<file path="src/rtl/sbt_pkg.sv">
// ----------------------------------------------------------------------------
// sbt_pkg: shared types, codes and keyword automaton for the script tokenizer
// Token kinds, one-hot lexer modes, ASCII codes and the keyword prefix
// automaton that runs while an identifier is collected.
// ----------------------------------------------------------------------------
`default_nettype none

package sbt_pkg;

    // default width of the line, column and length counters
    localparam int POSITION_BITS = 16;

    // token kinds as they leave on tuser
    typedef enum logic [4:0] {
        KIND_COLON  = 5'd0,
        KIND_SEMI   = 5'd1,
        KIND_LPAREN = 5'd2,
        KIND_RPAREN = 5'd3,
        KIND_LCURLY = 5'd4,
        KIND_RCURLY = 5'd5,
        KIND_PLUS   = 5'd6,
        KIND_STAR   = 5'd7,
        KIND_ASSIGN = 5'd8,
        KIND_EQUAL  = 5'd9,
        KIND_INT    = 5'd10,
        KIND_FLOAT  = 5'd11,
        KIND_RETURN = 5'd12,
        KIND_IF     = 5'd13,
        KIND_I32    = 5'd14,
        KIND_F32    = 5'd15,
        KIND_IDENT  = 5'd16,
        KIND_END    = 5'd17,
        KIND_ERROR  = 5'd18
    } t_kind;

    // lexer modes, one-hot
    typedef enum logic [4:0] {
        MODE_IDLE  = 5'b00001,
        MODE_EQ    = 5'b00010,
        MODE_NUM   = 5'b00100,
        MODE_IDENT = 5'b01000,
        MODE_ERR   = 5'b10000
    } t_mode;

    // one result beat before it is split onto tuser and tdata
    typedef struct packed {
        t_kind       kind;
        logic [15:0] len;
        logic [15:0] col;
        logic [15:0] line;
    } t_result;

    // ascii codes
    localparam logic [7:0] CH_SPACE  = 8'h20;
    localparam logic [7:0] CH_LF     = 8'h0A;
    localparam logic [7:0] CH_COLON  = 8'h3A;
    localparam logic [7:0] CH_SEMI   = 8'h3B;
    localparam logic [7:0] CH_LPAREN = 8'h28;
    localparam logic [7:0] CH_RPAREN = 8'h29;
    localparam logic [7:0] CH_LCURLY = 8'h7B;
    localparam logic [7:0] CH_RCURLY = 8'h7D;
    localparam logic [7:0] CH_PLUS   = 8'h2B;
    localparam logic [7:0] CH_STAR   = 8'h2A;
    localparam logic [7:0] CH_EQ     = 8'h3D;
    localparam logic [7:0] CH_DOT    = 8'h2E;
    localparam logic [7:0] CH_0      = 8'h30;
    localparam logic [7:0] CH_2      = 8'h32;
    localparam logic [7:0] CH_3      = 8'h33;
    localparam logic [7:0] CH_9      = 8'h39;
    localparam logic [7:0] CH_UA     = 8'h41;
    localparam logic [7:0] CH_UZ     = 8'h5A;
    localparam logic [7:0] CH_LA     = 8'h61;
    localparam logic [7:0] CH_LZ     = 8'h7A;
    localparam logic [7:0] CH_E      = 8'h65;
    localparam logic [7:0] CH_F      = 8'h66;
    localparam logic [7:0] CH_I      = 8'h69;
    localparam logic [7:0] CH_N      = 8'h6E;
    localparam logic [7:0] CH_R      = 8'h72;
    localparam logic [7:0] CH_T      = 8'h74;
    localparam logic [7:0] CH_U      = 8'h75;

    // keyword prefix states
    localparam logic [3:0] KW_NONE   = 4'd0;
    localparam logic [3:0] KW_R      = 4'd1;
    localparam logic [3:0] KW_RE     = 4'd2;
    localparam logic [3:0] KW_RET    = 4'd3;
    localparam logic [3:0] KW_RETU   = 4'd4;
    localparam logic [3:0] KW_RETUR  = 4'd5;
    localparam logic [3:0] KW_RETURN = 4'd6;
    localparam logic [3:0] KW_I      = 4'd7;
    localparam logic [3:0] KW_IF     = 4'd8;
    localparam logic [3:0] KW_I3     = 4'd9;
    localparam logic [3:0] KW_I32    = 4'd10;
    localparam logic [3:0] KW_F      = 4'd11;
    localparam logic [3:0] KW_F3     = 4'd12;
    localparam logic [3:0] KW_F32    = 4'd13;

    function automatic logic is_digit(input logic [7:0] c);
        return (c >= CH_0) && (c <= CH_9);
    endfunction

    function automatic logic is_alpha(input logic [7:0] c);
        return ((c >= CH_LA) && (c <= CH_LZ)) || ((c >= CH_UA) && (c <= CH_UZ));
    endfunction

    // first letter of an identifier
    function automatic logic [3:0] kw_start(input logic [7:0] c);
        logic [3:0] k;
        k = KW_NONE;
        if (c == CH_R)      k = KW_R;
        else if (c == CH_I) k = KW_I;
        else if (c == CH_F) k = KW_F;
        return k;
    endfunction

    // advance the prefix automaton by one character
    function automatic logic [3:0] kw_next(input logic [3:0] k, input logic [7:0] c);
        logic [3:0] nk;
        nk = KW_NONE;
        unique case (k)
            KW_R:     if (c == CH_E) nk = KW_RE;
            KW_RE:    if (c == CH_T) nk = KW_RET;
            KW_RET:   if (c == CH_U) nk = KW_RETU;
            KW_RETU:  if (c == CH_R) nk = KW_RETUR;
            KW_RETUR: if (c == CH_N) nk = KW_RETURN;
            KW_I: begin
                if (c == CH_F)      nk = KW_IF;
                else if (c == CH_3) nk = KW_I3;
            end
            KW_I3:    if (c == CH_2) nk = KW_I32;
            KW_F:     if (c == CH_3) nk = KW_F3;
            KW_F3:    if (c == CH_2) nk = KW_F32;
            default:  nk = KW_NONE;
        endcase
        return nk;
    endfunction

    // kind of a finished identifier
    function automatic t_kind ident_kind(input logic [3:0] k);
        t_kind kd;
        unique case (k)
            KW_RETURN: kd = KIND_RETURN;
            KW_IF:     kd = KIND_IF;
            KW_I32:    kd = KIND_I32;
            KW_F32:    kd = KIND_F32;
            default:   kd = KIND_IDENT;
        endcase
        return kd;
    endfunction

endpackage

`default_nettype wire

</file>
<file path="src/rtl/script_byte_tokenizer.sv">
// ----------------------------------------------------------------------------
// script_byte_tokenizer: streaming lexer for a small script language
// Takes one script byte per beat and emits tokens with kind, position and
// lexeme length.
// ----------------------------------------------------------------------------
// Usage:
//   slave side: one script byte per beat on i_s_tdata, i_s_tlast marks the
//   last byte of a script. Master side: one token per beat, kind on
//   o_m_tuser, line/column/length on o_m_tdata, o_m_tlast on the last token
//   caused by an input byte.
//   A byte yields zero to three tokens: a pending token that the byte ends,
//   the byte's own token (punctuation, '==', float, error), and on the last
//   byte a flushed pending token plus the end token.
//   The first token of a byte is on the master side in the cycle after the
//   byte's beat is accepted.
//   Throughput: one byte per cycle while each byte yields at most one token
//   and the receiver is ready; a byte that yields more tokens holds the slave
//   side while the three-entry result queue drains, one token per ready cycle.
//   The next byte is taken in the same cycle that the last queued token of
//   the previous byte leaves; the lexer state waits while tokens are queued.
//   Receiver stall: queued tokens hold steady; tready drops until the queue
//   is down to its leaving token.
//   Reset: queue empty, lexer idle, line/column/length counters at zero.
//   After the last byte all lexer state returns to reset values.
// ----------------------------------------------------------------------------
`default_nettype none

module script_byte_tokenizer #(
    parameter int POSITION_BITS = sbt_pkg::POSITION_BITS
) (
    input  wire logic        i_clk,
    input  wire logic        i_rst_n,
    // slave side
    input  wire logic        i_s_tvalid,
    output logic             o_s_tready,
    input  wire logic [7:0]  i_s_tdata,   // [7:0] char_byte
    input  wire logic        i_s_tlast,   // final_byte
    // master side
    output logic             o_m_tvalid,
    input  wire logic        i_m_tready,
    output logic [47:0]      o_m_tdata,   // [15:0] token_line, [31:16] token_column,
                                          // [47:32] lexeme_length
    output logic [4:0]       o_m_tuser,   // [4:0] token_kind
    output logic             o_m_tlast    // run_end
);

    localparam int P  = POSITION_BITS;
    localparam int XW = (P > 16) ? P : 16;

    // saturating increment of a position counter
    function automatic logic [P-1:0] sat_inc(input logic [P-1:0] v);
        return (v == {P{1'b1}}) ? v : v + P'(1);
    endfunction

    // clip a counter to the 16-bit output field
    function automatic logic [15:0] clip16(input logic [P-1:0] v);
        logic [XW-1:0] x;
        x = XW'(v);
        return (x > XW'(16'hFFFF)) ? 16'hFFFF : x[15:0];
    endfunction

    // lexer state
    sbt_pkg::t_mode r_mode, n_mode;
    logic [P-1:0]   r_line, n_line;
    logic [P-1:0]   r_col,  n_col;
    logic [P-1:0]   r_len,  n_len;
    logic [3:0]     r_kw,   n_kw;

    // result queue
    sbt_pkg::t_result r_slot [3];
    logic [2:0]       r_last;
    logic [1:0]       r_cnt;

    logic in_acc, out_acc;
    logic [7:0] c;

    // candidate results of the current byte
    logic                v0, v1, v2;
    sbt_pkg::t_kind      k0, k1;
    logic [P-1:0]        len0, len1;
    logic                done;
    sbt_pkg::t_result    e0, e1, e2;
    sbt_pkg::t_result    q0, q1;
    logic [1:0]          n_res;

    assign c       = i_s_tdata;
    assign in_acc  = i_s_tvalid && o_s_tready;
    assign out_acc = o_m_tvalid && i_m_tready;

    // take a byte when the queue is empty or its last token is leaving
    assign o_s_tready = (r_cnt == 2'd0) || ((r_cnt == 2'd1) && i_m_tready);

    // lexer next state and candidate tokens
    always_comb begin
        n_mode = r_mode;
        n_line = r_line;
        n_col  = r_col;
        n_len  = r_len;
        n_kw   = r_kw;
        done   = 1'b0;
        v0     = 1'b0;
        v1     = 1'b0;
        v2     = 1'b0;
        k0     = sbt_pkg::KIND_ASSIGN;
        k1     = sbt_pkg::KIND_ERROR;
        len0   = '0;
        len1   = '0;

        // continue or end the pending token
        unique case (r_mode)
            sbt_pkg::MODE_ERR: done = 1'b1;
            sbt_pkg::MODE_EQ: begin
                if (c == sbt_pkg::CH_EQ) begin
                    n_col  = sat_inc(r_col);
                    v1     = 1'b1;
                    k1     = sbt_pkg::KIND_EQUAL;
                    len1   = P'(2);
                    n_mode = sbt_pkg::MODE_IDLE;
                    done   = 1'b1;
                end else begin
                    v0     = 1'b1;
                    k0     = sbt_pkg::KIND_ASSIGN;
                    len0   = P'(1);
                    n_mode = sbt_pkg::MODE_IDLE;
                end
            end
            sbt_pkg::MODE_NUM: begin
                if (sbt_pkg::is_digit(c) || (c == sbt_pkg::CH_DOT)) begin
                    n_col = sat_inc(r_col);
                    n_len = sat_inc(r_len);
                    done  = 1'b1;
                end else if (c == sbt_pkg::CH_F) begin
                    n_col  = sat_inc(r_col);
                    v1     = 1'b1;
                    k1     = sbt_pkg::KIND_FLOAT;
                    len1   = r_len;
                    n_mode = sbt_pkg::MODE_IDLE;
                    done   = 1'b1;
                end else begin
                    v0     = 1'b1;
                    k0     = sbt_pkg::KIND_INT;
                    len0   = r_len;
                    n_mode = sbt_pkg::MODE_IDLE;
                end
            end
            sbt_pkg::MODE_IDENT: begin
                if (sbt_pkg::is_alpha(c) || sbt_pkg::is_digit(c)) begin
                    n_col = sat_inc(r_col);
                    n_len = sat_inc(r_len);
                    n_kw  = sbt_pkg::kw_next(r_kw, c);
                    done  = 1'b1;
                end else begin
                    v0     = 1'b1;
                    k0     = sbt_pkg::ident_kind(r_kw);
                    len0   = r_len;
                    n_mode = sbt_pkg::MODE_IDLE;
                end
            end
            sbt_pkg::MODE_IDLE: n_mode = sbt_pkg::MODE_IDLE;
            default:            n_mode = sbt_pkg::MODE_IDLE;
        endcase

        // the byte starts something new
        if (!done) begin
            n_col = sat_inc(r_col);
            unique case (c)
                sbt_pkg::CH_SPACE: ;
                sbt_pkg::CH_LF: begin
                    n_line = sat_inc(r_line);
                    n_col  = '0;
                end
                sbt_pkg::CH_COLON:  begin v1 = 1'b1; k1 = sbt_pkg::KIND_COLON;  len1 = P'(1); end
                sbt_pkg::CH_SEMI:   begin v1 = 1'b1; k1 = sbt_pkg::KIND_SEMI;   len1 = P'(1); end
                sbt_pkg::CH_LPAREN: begin v1 = 1'b1; k1 = sbt_pkg::KIND_LPAREN; len1 = P'(1); end
                sbt_pkg::CH_RPAREN: begin v1 = 1'b1; k1 = sbt_pkg::KIND_RPAREN; len1 = P'(1); end
                sbt_pkg::CH_LCURLY: begin v1 = 1'b1; k1 = sbt_pkg::KIND_LCURLY; len1 = P'(1); end
                sbt_pkg::CH_RCURLY: begin v1 = 1'b1; k1 = sbt_pkg::KIND_RCURLY; len1 = P'(1); end
                sbt_pkg::CH_PLUS:   begin v1 = 1'b1; k1 = sbt_pkg::KIND_PLUS;   len1 = P'(1); end
                sbt_pkg::CH_STAR:   begin v1 = 1'b1; k1 = sbt_pkg::KIND_STAR;   len1 = P'(1); end
                sbt_pkg::CH_EQ:     n_mode = sbt_pkg::MODE_EQ;
                default: begin
                    if (sbt_pkg::is_digit(c)) begin
                        n_mode = sbt_pkg::MODE_NUM;
                        n_len  = P'(1);
                    end else if (sbt_pkg::is_alpha(c)) begin
                        n_mode = sbt_pkg::MODE_IDENT;
                        n_len  = P'(1);
                        n_kw   = sbt_pkg::kw_start(c);
                    end else begin
                        v1     = 1'b1;
                        k1     = sbt_pkg::KIND_ERROR;
                        len1   = '0;
                        n_mode = sbt_pkg::MODE_ERR;
                    end
                end
            endcase
        end

        // last byte: flush what is pending, then the end token
        e2.kind = sbt_pkg::KIND_END;
        e2.line = clip16(n_line);
        e2.col  = clip16(n_col);
        e2.len  = 16'd0;
        if (i_s_tlast) begin
            v2 = 1'b1;
            if (n_mode == sbt_pkg::MODE_EQ) begin
                v1   = 1'b1;
                k1   = sbt_pkg::KIND_ASSIGN;
                len1 = P'(1);
            end else if (n_mode == sbt_pkg::MODE_NUM) begin
                v1   = 1'b1;
                k1   = sbt_pkg::KIND_INT;
                len1 = n_len;
            end else if (n_mode == sbt_pkg::MODE_IDENT) begin
                v1   = 1'b1;
                k1   = sbt_pkg::ident_kind(n_kw);
                len1 = n_len;
            end
        end

        e0.kind = k0;
        e0.line = clip16(r_line);
        e0.col  = clip16(r_col);
        e0.len  = clip16(len0);
        e1.kind = k1;
        e1.line = clip16(n_line);
        e1.col  = clip16(n_col);
        e1.len  = clip16(len1);

        // a finished script returns the lexer to reset values
        if (i_s_tlast) begin
            n_mode = sbt_pkg::MODE_IDLE;
            n_line = '0;
            n_col  = '0;
            n_len  = '0;
            n_kw   = sbt_pkg::KW_NONE;
        end
    end

    // pack the candidate tokens to the front of the queue
    always_comb begin
        q0    = v0 ? e0 : (v1 ? e1 : e2);
        q1    = (v0 && v1) ? e1 : e2;
        n_res = 2'({1'b0, v0}) + 2'({1'b0, v1}) + 2'({1'b0, v2});
    end

    // lexer state registers
    always_ff @(posedge i_clk) begin
        if (!i_rst_n) begin
            r_mode <= sbt_pkg::MODE_IDLE;
            r_line <= '0;
            r_col  <= '0;
            r_len  <= '0;
            r_kw   <= sbt_pkg::KW_NONE;
        end else if (in_acc) begin
            r_mode <= n_mode;
            r_line <= n_line;
            r_col  <= n_col;
            r_len  <= n_len;
            r_kw   <= n_kw;
        end
    end

    // result queue count and run-end marks
    always_ff @(posedge i_clk) begin
        if (!i_rst_n) begin
            r_cnt  <= 2'd0;
            r_last <= 3'b000;
        end else if (in_acc) begin
            r_cnt     <= n_res;
            r_last[0] <= (n_res == 2'd1);
            r_last[1] <= (n_res == 2'd2);
            r_last[2] <= (n_res == 2'd3);
        end else if (out_acc) begin
            r_cnt  <= r_cnt - 2'd1;
            r_last <= {1'b0, r_last[2:1]};
        end
    end

    // result queue payload
    always_ff @(posedge i_clk) begin
        if (in_acc) begin
            r_slot[0] <= q0;
            r_slot[1] <= q1;
            r_slot[2] <= e2;
        end else if (out_acc) begin
            r_slot[0] <= r_slot[1];
            r_slot[1] <= r_slot[2];
        end
    end

    // master side straight from the queue head
    assign o_m_tvalid = (r_cnt != 2'd0);
    assign o_m_tuser  = r_slot[0].kind;
    assign o_m_tdata  = {r_slot[0].len, r_slot[0].col, r_slot[0].line};
    assign o_m_tlast  = r_last[0];

endmodule

`default_nettype wire

</file>
<file path="config.mk">
export PLATFORM = sky130hd
export DESIGN_NAME = script_byte_tokenizer
export DESIGN_NICKNAME = d
export VERILOG_FILES = /design/src/rtl/sbt_pkg.sv /design/src/rtl/script_byte_tokenizer.sv
export SDC_FILE = /design/constraint.sdc
export NUM_CORES = 1
export LEC_CHECK = 0
export ABC_AREA = 1
export BUFFER_PORTS_ARGS = -buffer_cell sky130_fd_sc_hd__buf_4
export CAP_MARGIN = 25
export CORE_MARGIN = 2
export CORE_UTILIZATION = 30
export DETAILED_ROUTE_END_ITERATION = 8
export SYNTH_ARGS = -nofsm -noshare
export SYNTH_HDL_FRONTEND = slang
export SYNTH_SLANG_ARGS = --single-unit
</file>
<file path="constraint.sdc">
create_clock -name i_clk -period 4.98 [get_ports i_clk]
set_input_delay 0.498 -clock i_clk [delete_from_list [all_inputs] [get_ports i_clk]]
set_output_delay 0.498 -clock i_clk [all_outputs]
set_load 0.01 [all_outputs]
</file>
==> metrics.cfg <==
[run_status]
status = finished clean

[final_layout]
syn2layout_area_growth_pct = 11.0
antenna_cells = 0
drive_gt1_share_pct = 13.1
n_fill_cell = 3905
post-route-util_pct = 33.8
nNetsFinal = 1450

[cts]
htreeDepth = 4
cts_buffers = 17
postCtsHoldBufs = 0
clockBufferDepth = 2
clk_latency_ps = 450
cts_sinks = 200
root_buffer = clkbuf_16
clk_pin_slew_ps = 80
post-cts-setup-buffers = 0
cts_resized = 0
cts_tree = done

[floorplanning]
die_x_um = 199
std_cell_rows = 71
initial_core_util_pct = 30.5
fp.dieH_um = 199
core_mm2 = 0.0376
die_area_mm2 = 0.0397
ios = 69

[global_routing]
grt_pass1_vias = 8954
antenna_found_initial = 0
grt_pass1_wl_um = 46700
grt_max_degree = 90
grtUsageTotal_pct = 14.8
grt_overflow = 0

[setup_path]
endpoint_kind = register
crit_chain = inv_2, nor4_4, nor2_1, inv_2, nor2_1, inv_1, a21oi_2, inv_2, a22oi_1, o21ai_0, o21ai_0, nand2_1
crit_top_cell = inv_2
path_class = register to register
critPathLaunch = r_mode[3]
worstPathMaxFanout = 16
critPathSlowestCell = nor4_4
timing.critical_path.slowest_cell_delay_ps = 520
r2r_slack_ps = 1530
crit_required_ps = 5290
critPathLaunchType = register
worstRegToRegCells = 12
critical_path.endpoint = r_slot[0][16]
worstPathArrival_ps = 3750
r2r-start = r_mode[3]
rr_endpoint = r_slot[0][16]

[sta]
fin_skew_ps = 16.6
clock.fmax_mhz = 290
rsz0062_at_grt = no
tns_ps = 0
tightest_slew_ps = 895
setup_viol = 0
hold_ws_ps = 469
slew_headroom_pct = 40.3
finalCritPeriodShare_pct = 69.2
drv_slew = 0
hold_viol = 0
fin_crit_ps = 3450

[job]
maxCapViolations = 0

[detailed_routing]
vias_per_cell = 4.78
wl_um = 29000
firstDrtPassIters = 7
wl_per_cell_um = 14.8
drc = 0
num_vias = 9337
drt_iter0_drc = 620
postRouteAntennaNets = 0

[pwr]
swShare_pct = 34.7
power_switching_mw = 1.92
power_frac_clock_pct = 25.5
ir_drop_mv = 0.281
seqPwrFrac_pct = 46.9
intPower_mw = 3.61
comb_power_share_pct = 27.6
leakage_nw = 5.09
cellPowerDensity_mw_per_mm2 = 435

[logic_synthesis]
synth.distinct_cells = 54
yosys-top-cells-count = nand2_1, edfxtp_1, nor2_1
ys_seq_elements = 200
synth_area_per_cell_um2 = 8.02
netlist_instances = 1427
synth_area_leader_cell = edfxtp_1
async_flop_share_pct = 0
synth_top_area_share_pct = 36.2
synth_edf_count = 138
syn_area_mm2 = 0.0114
yosysMostFrequentCell = nand2_1
synthTopCellsByArea = edfxtp_1, nand2_1, dfxtp_1, o21ai_0, nor2_1
synth_top_flop_cell = edfxtp_1
yosysWarnings = 0
ys_seq_area_share_pct = 47.1

[placement]
dpl.hpwl_um = 19500
gp_congestion = 0.898
port_buffers = 68

[hold_path]
worstHoldPathType = input pin to register

area by class of cell:
type | instances | area, um2 | area share, %
Timing Repair Buffer | 78 | 598 | 4.71
Clock inverter | 15 | 169 | 1.33
Sequential cell | 200 | 5390 | 42.4
Multi-Input combinational cell | 977 | 4890 | 38.5
Tap cell | 511 | 639 | 5.03
Inverter | 157 | 597 | 4.70
Clock buffer | 17 | 425 | 3.35
cell usage in the layout (no fill, tap or decap), types with 15 or more instances in the layout:
cell type	count
clkbuf_16	17
edfxtp_1	138
a21oi_1	100
inv_1	131
xor2_1	17
buf_4	77
nand3_1	50
conb_1	15
inv_2	23
nand4_1	22
a31oi_1	21
dfxtp_1	62
o21ai_1	22
nor2_1	134
o21ai_0	110
nand2_1	375
stage by stage:
stage          instance area [um2]  instances  power (mW)  worst slack (ps)
4_1_cts                      12700       1955        5.61              1540
2_1_floorplan                11500       1441        3.75              1150
6_report                     12700       1955        5.52              1530
5_1_grt                      12700       1955        5.82              1280
3_5_place_dp                 12100       1923        4.20              1400
3_3_place_gp                 12100       1923        4.19              1490
critical path, delay by kind of cell, from the launching register on:
family | cells | cell delay, ps
AOI/OAI and AO/OA | 4 | 600
buffers and inverters | 4 | 1210
DFF | 1 | 430
and+or+nand+nor | 4 | 1040
power by group through the flow:
stage	Combinational [mW]	Clock (mW)	Sequential, mW
3_3_place_gp	1.57	0	2.63
5_1_grt	1.68	1.50	2.64
4_1_cts	1.57	1.44	2.60
6_report	1.53	1.41	2.59
2_1_floorplan	1.13	0	2.62
3_5_place_dp	1.57	0	2.63
layer usage:
layer	track usage (%)	routed length, um	up-vias
li1	-	-	4678
met1	19.2	13000	4378
met2	25.5	14100	249
met3	2.26	1400	32
met4	4.31	473	0
met5	0	0	-
worst min-delay path by stage:
stage	startpoint	endpoint	slack (ps)	cells after the start
finish	i_s_tvalid	r_last[1]	470	4
detailed placement	r_last[1]	r_last[1]	460	2
floorplan	r_last[1]	r_last[1]	440	2
global route	i_s_tvalid	r_last[1]	480	4
CTS	i_s_tvalid	r_last[1]	450	4
global placement	r_line[5]	r_line[5]	450	2
kinds of logic (layout without fill, tap and decap cells):
group / after synthesis / count (layout) / synth area share, %
AND/OR/NAND/NOR: 640 / 640 / 24.5
AO/OA/AOI/OAI: 291 / 291 / 14.9
buffers and inverters: 264 / 267 / 10.8
flip-flops: 200 / 200 / 47.1
XOR/XNOR: 25 / 25 / 1.91
adder cells (fa/ha/maj): 6 / 6 / 0.722
other: 1 / 15 / 0.0328
flip-flops by register name (all words and copies together) (netlist names):
name and count:
r_last 3, r_slot 138, r_len 16, r_kw 4, r_col 16, r_line 16, r_cnt 2, r_mode 5
Power figures use the tool's default switching activity.
